**config.mk**
```make
export PLATFORM = sky130hd
export DESIGN_NAME = toel_cell
export DESIGN_NICKNAME = d
export VERILOG_FILES = /design/src/hdl/toel_pkg.sv /design/src/hdl/toel_cell.sv
export SDC_FILE = /design/constraint.sdc
export NUM_CORES = 1
export LEC_CHECK = 0
export ABC_AREA = 1
export BUFFER_PORTS_ARGS = -buffer_cell sky130_fd_sc_hd__buf_2
export CAP_MARGIN = 20
export CORE_ASPECT_RATIO = 0.6
export CORE_MARGIN = 2
export CORE_UTILIZATION = 58
export DETAILED_ROUTE_END_ITERATION = 8
export PLACE_DENSITY = 0.9
export SETUP_SLACK_MARGIN = 0.4
export SYNTH_ARGS = -nofsm -noshare
export SYNTH_HDL_FRONTEND = slang
export SYNTH_SLANG_ARGS = --single-unit
```
**constraint.sdc**
```tcl
create_clock -name clk -period 9.78 [get_ports clk]
set_input_delay 1.956 -clock clk [delete_from_list [all_inputs] [get_ports clk]]
set_output_delay 1.956 -clock clk [all_outputs]
set_load 0.03 [all_outputs]
```
**src/hdl/toel_pkg.sv**
```systemverilog
package toel_pkg;

  localparam int SLOTS       = 16;
  localparam int MAX_RESULTS = 16;
  localparam int ENTRY_W     = 4;
  localparam int CMD_W       = 3;
  localparam int STATUS_W    = 2;
  localparam int TIME_W      = 64;
  localparam int CFG_IDX_W   = 1;

  localparam int LIVE_SLOTS  = (SLOTS < (1 << ENTRY_W)) ? SLOTS : (1 << ENTRY_W);
  localparam int CELLS       = LIVE_SLOTS;
  localparam int ADDR_W      = $clog2(LIVE_SLOTS);

  typedef enum logic [CMD_W-1:0] {
    CMD_ADD    = 3'd0,
    CMD_DELETE = 3'd1,
    CMD_POP    = 3'd2,
    CMD_PEEK   = 3'd3,
    CMD_TICK   = 3'd4,
    CMD_CANCEL = 3'd5
  } command_t;

  typedef enum logic [STATUS_W-1:0] {
    ST_OK         = 2'd0,
    ST_NOT_LISTED = 2'd1,
    ST_ALREADY    = 2'd2,
    ST_EMPTY      = 2'd3
  } status_t;

  typedef enum logic [CFG_IDX_W-1:0] {
    CFG_TIMER_ENABLED = 1'd0,
    CFG_TIMEOUT_SPAN  = 1'd1
  } cfg_idx_t;

  typedef enum logic [1:0] {
    S_IDLE,
    S_EXEC,
    S_WALK
  } state_t;

  typedef enum logic [1:0] {
    CELL_HOLD,
    CELL_APPEND,
    CELL_REMOVE
  } cell_op_t;

  typedef struct packed {
    cell_op_t             op;
    logic [ENTRY_W-1:0]   key;
    logic [TIME_W-1:0]    ex;
  } cell_cmd_t;

  typedef struct packed {
    logic [TIME_W-1:0] now;
    logic [TIME_W-1:0] span;
    logic              wrap_ok;
  } tick_ctx_t;

  typedef struct packed {
    logic               valid;
    logic [ENTRY_W-1:0] id;
    logic [TIME_W-1:0]  ex;
  } cell_data_t;

endpackage

```
**src/hdl/toel_cell.sv**
```systemverilog
module toel_cell import toel_pkg::*; (
  input  logic       clk,
  input  logic       rst_n,
  input  cell_cmd_t  cmd,
  input  tick_ctx_t  ctx,
  input  logic       left_valid,
  input  cell_data_t from_right,
  input  logic       kill_in,
  input  logic       lead_in,
  output logic       kill_out,
  output logic       lead_out,
  output logic       due,
  output cell_data_t q
);

  logic               valid_r, valid_nxt;
  logic [ENTRY_W-1:0] id_r, id_nxt;
  logic [TIME_W-1:0]  ex_r, ex_nxt;
  logic               match;

  assign match    = valid_r && (id_r == cmd.key);
  assign kill_out = kill_in || match;
  assign due      = valid_r && (ctx.now >= ex_r) && (((ex_r - ctx.span) < ex_r) || ctx.wrap_ok);
  assign lead_out = lead_in && (!valid_r || due);
  assign q        = '{valid: valid_r, id: id_r, ex: ex_r};

  always_comb begin
    valid_nxt = valid_r;
    id_nxt    = id_r;
    ex_nxt    = ex_r;
    case (cmd.op)
      CELL_APPEND: begin
        if (!valid_r && left_valid) begin
          valid_nxt = 1'b1;
          id_nxt    = cmd.key;
          ex_nxt    = cmd.ex;
        end
      end
      CELL_REMOVE: begin
        if (kill_out) begin
          valid_nxt = from_right.valid;
          id_nxt    = from_right.id;
          ex_nxt    = from_right.ex;
        end
      end
      default: begin
      end
    endcase
  end

  always_ff @(posedge clk) begin
    if (!rst_n) begin
      valid_r <= 1'b0;
    end else begin
      valid_r <= valid_nxt;
    end
  end

  always_ff @(posedge clk) begin
    id_r <= id_nxt;
    ex_r <= ex_nxt;
  end

endmodule

```
==> impl_results.md <==
* Setup TNS at 0 ns
* Leak at 0.00752 µW
* CTS resizes at 0
* WHS Path Cells at 2
* Pin count of the biggest net entering global routing at 70
* First-pass GRT wire length at 66200 µm
* Root buffer cell: clkbuf_16
* CP Class: in2out
* ANT cells at 0
* Crit path max fanout at 4
* RSZ-0062 raised after global routing: false
* Dpl cell area at 0.0132 mm²
* Synthesized Nets at 2221
* Initial antenna violation count at 0
* Cell count after synthesis at 1758
* Post-Syn Area at 0.0112 mm²
* Required time worst endpoint at 7.82 ns
* Drt total wl at 44000 µm
* Multi-input gate area at 0.00785 mm²
* CP endpoint kind: output port
* R2r worst-path depth at 5
* Hold Slack at 0.517 ns
* Final setup viols at 0
* Hold crit path type: reg2reg
* Sequential fraction of the synthesis area at 0.185
* Netlist cell types at 50
* Minimum clock period at 7.97 ns
* CP Launch Type: primary input
* Die width at 183 µm
* Final Net Count at 2563
* I/O Buffers at 344
* Share of cells above drive strength 1 at 0.204
* First-pass iteration count of the detailed router at 6
* Asr flop ratio synth at 0
* Top_reg_cell synth: edfxtp_1
* Max clock buf depth at 2
* Vias per inst at 5.70
* Area of the core at 0.0189 mm²
* Vias in the first global route at 12500
* Filler Cell Count at 1585
* Hold Vio Cnt, Final at 0
* Total power at 1490 µW
* Final Skew at 0.00769 ns
* Routed vias at 13400
* Avg Cell Area, Syn at 6.35 µm²
* Post-CTS setup buffer count at 0
* Max Slew Vio Count at 0
* Layout area overhead at 20.6%
* Worst-Margin Slew at 0.990 ns
* Design Area, Final at 0.0135 mm²
* Row cnt at 39
* Initial core utilization at 0.590
* Gpl congestion at 1.05
* Initial DRC count at 1636
* Die Span Y at 111 µm
* Peak VDD IR at 87.2 µV
* Arrival time at the worst endpoint at 6.01 ns
* Reg area at 0.00206 mm²
* Final Cycle Share at 0.815
* Number of max-cap violations at 0
* Yosys warns at 0
* PD cells at 111 mW/mm²
* GRT Util Overall at 0.423
* Post-route DRC at 0
* CTS H-tree lvls at 3
* GRT overflow at 0
* CTS tree: built
* Num CTS Buffers at 9
* Average routed wire per standard cell at 18.7 µm
* Clk sinks at 69
* Cts hold-fix bufs at 0
* Hpwl dp at 37500 µm
* Post-synthesis register bit count at 69
* Relative slew slack at 0.340
* Total die area at 0.0204 mm²
* Post-DRT Antenna Nets at 0
* Status: completed
* Num ports at 345
* Top achievable clock speed at 126 MHz
* Clk_lat worst skew at 0.37 ns
* EDFF count, synth at 68
* CTS clock-pin slew for the worst setup and hold paths at 0.07 ns
## per-stage QoR
step | cells | worst slack [ns] | utilization
finish | 2351 | 1.81 | 0.711
floorplan | 1758 | 3.03 | -
global route | 2351 | 1.69 | 0.711
global placement | 2335 | 2.05 | 0.695
detailed placement | 2335 | 2.06 | 0.695
CTS | 2351 | 2.05 | 0.711
## critical path, stage by stage
cell and delay (ns):
buf_2 0.08, inv_1 0.04, ha_1 0.36, a21oi_1 0.23, nand2_2 0.16, a21oi_2 0.36
o21ai_2 0.14, nand2_1 0.08, nand2_1 0.09, nand2_1 0.11, nand2_2 0.13, xor2_1 0.19
ha_1 0.32, nand2_1 0.09, nor3_1 0.61, and3_1 0.30, nand2_1 0.08, nand2_1 0.12
nand2_1 0.07, nand2_1 0.11, nand2_1 0.07, nand2_1 0.07, a21oi_1 0.06, buf_2 0.18
## cell usage in the layout (no fill, tap or decap), types with 15 or more instances in the layout
| cell type | count |
|---|---|
| nand2_1 | 544 |
| nor3_1 | 19 |
| nor2_1 | 164 |
| buf_2 | 344 |
| o21ai_1 | 15 |
| inv_2 | 18 |
| nand4_1 | 17 |
| inv_1 | 303 |
| nand3_1 | 53 |
| xor2_1 | 37 |
| edfxtp_1 | 68 |
| o21ai_0 | 56 |
| a21oi_1 | 137 |
| ha_1 | 189 |
| a31oi_1 | 15 |
## cell usage after synthesis, types with 2 or more instances
cell,number,area (µm²)
nor4_1,2,12.5
xnor2_1,7,61.3
and3_1,4,25.0
a21o_1,7,52.6
nor3_1,19,95.1
nand2_1,545,2050
ha_1,189,2360
edfxtp_1,68,2040
inv_1,303,1140
a21oi_2,8,70.1
a21boi_1,4,30.0
nand3_2,3,30.0
o21ai_2,5,43.8
o21a_1,8,60.1
inv_2,17,63.8
xor2_1,37,324
buf_1,2,7.51
clkbuf_1,11,41.3
nand3_1,53,265
o21bai_1,13,97.6
o2111ai_1,2,17.5
nor2_1,165,619
nand4_1,17,106
a21boi_0,3,22.5
o21ai_1,15,75.1
nand2_2,12,75.1
nor2_2,9,56.3
a31oi_1,15,93.8
o21ai_0,56,280
o211ai_1,2,15.0
a21oi_4,2,32.5
a21oi_1,137,686
## cell type report
type,instances,area share
clock buffers,10,0.0170
clock inverters,6,0.00530
inverters,321,0.0895
multi-input cells,1353,0.583
flip-flops and latches,69,0.153
well taps,246,0.0229
repair buffers,346,0.129
## logic make-up (layout without fill, tap and decap cells)
group	count (synthesis)	after routing	synth area share
buffers and inverters	336	683	0.113
XOR/XNOR	45	45	0.0360
AND/OR/NAND/NOR	836	836	0.305
adder cells (fa/ha/maj)	190	190	0.214
flip-flops	69	69	0.185
AO/OA/AOI/OAI	282	282	0.147
## power by group
part           total (µW)  switching [µW]  leakage [µW]  internal, µW
sequential            366            16.2      0.000647           350
clock                 358             158      0.000140           200
combinational         766             503       0.00673           264
total                1490             677       0.00752           814
## layer usage
layer	share of wire	global-route usage
met2	0.39	0.599
met5	0	0
met3	0.15	0.173
met4	0.021	0.102
met1	0.44	0.596
## worst paths after layout
path | from | to | slack (ns)
min | valid_r | valid_r | 0.52
min reg2reg | valid_r | valid_r | 0.52
max | ctx[3] | lead_out | 1.81
max reg2reg | id_r[2] | ex_r[16] | 7.41
## flip-flops by register name, indices dropped and copies added (netlist names)
| name | count |
|---|---|
| id_r | 4 |
| ex_r | 64 |
| valid_r | 1 |
Note: power is estimated with default switching activity, not from simulation.
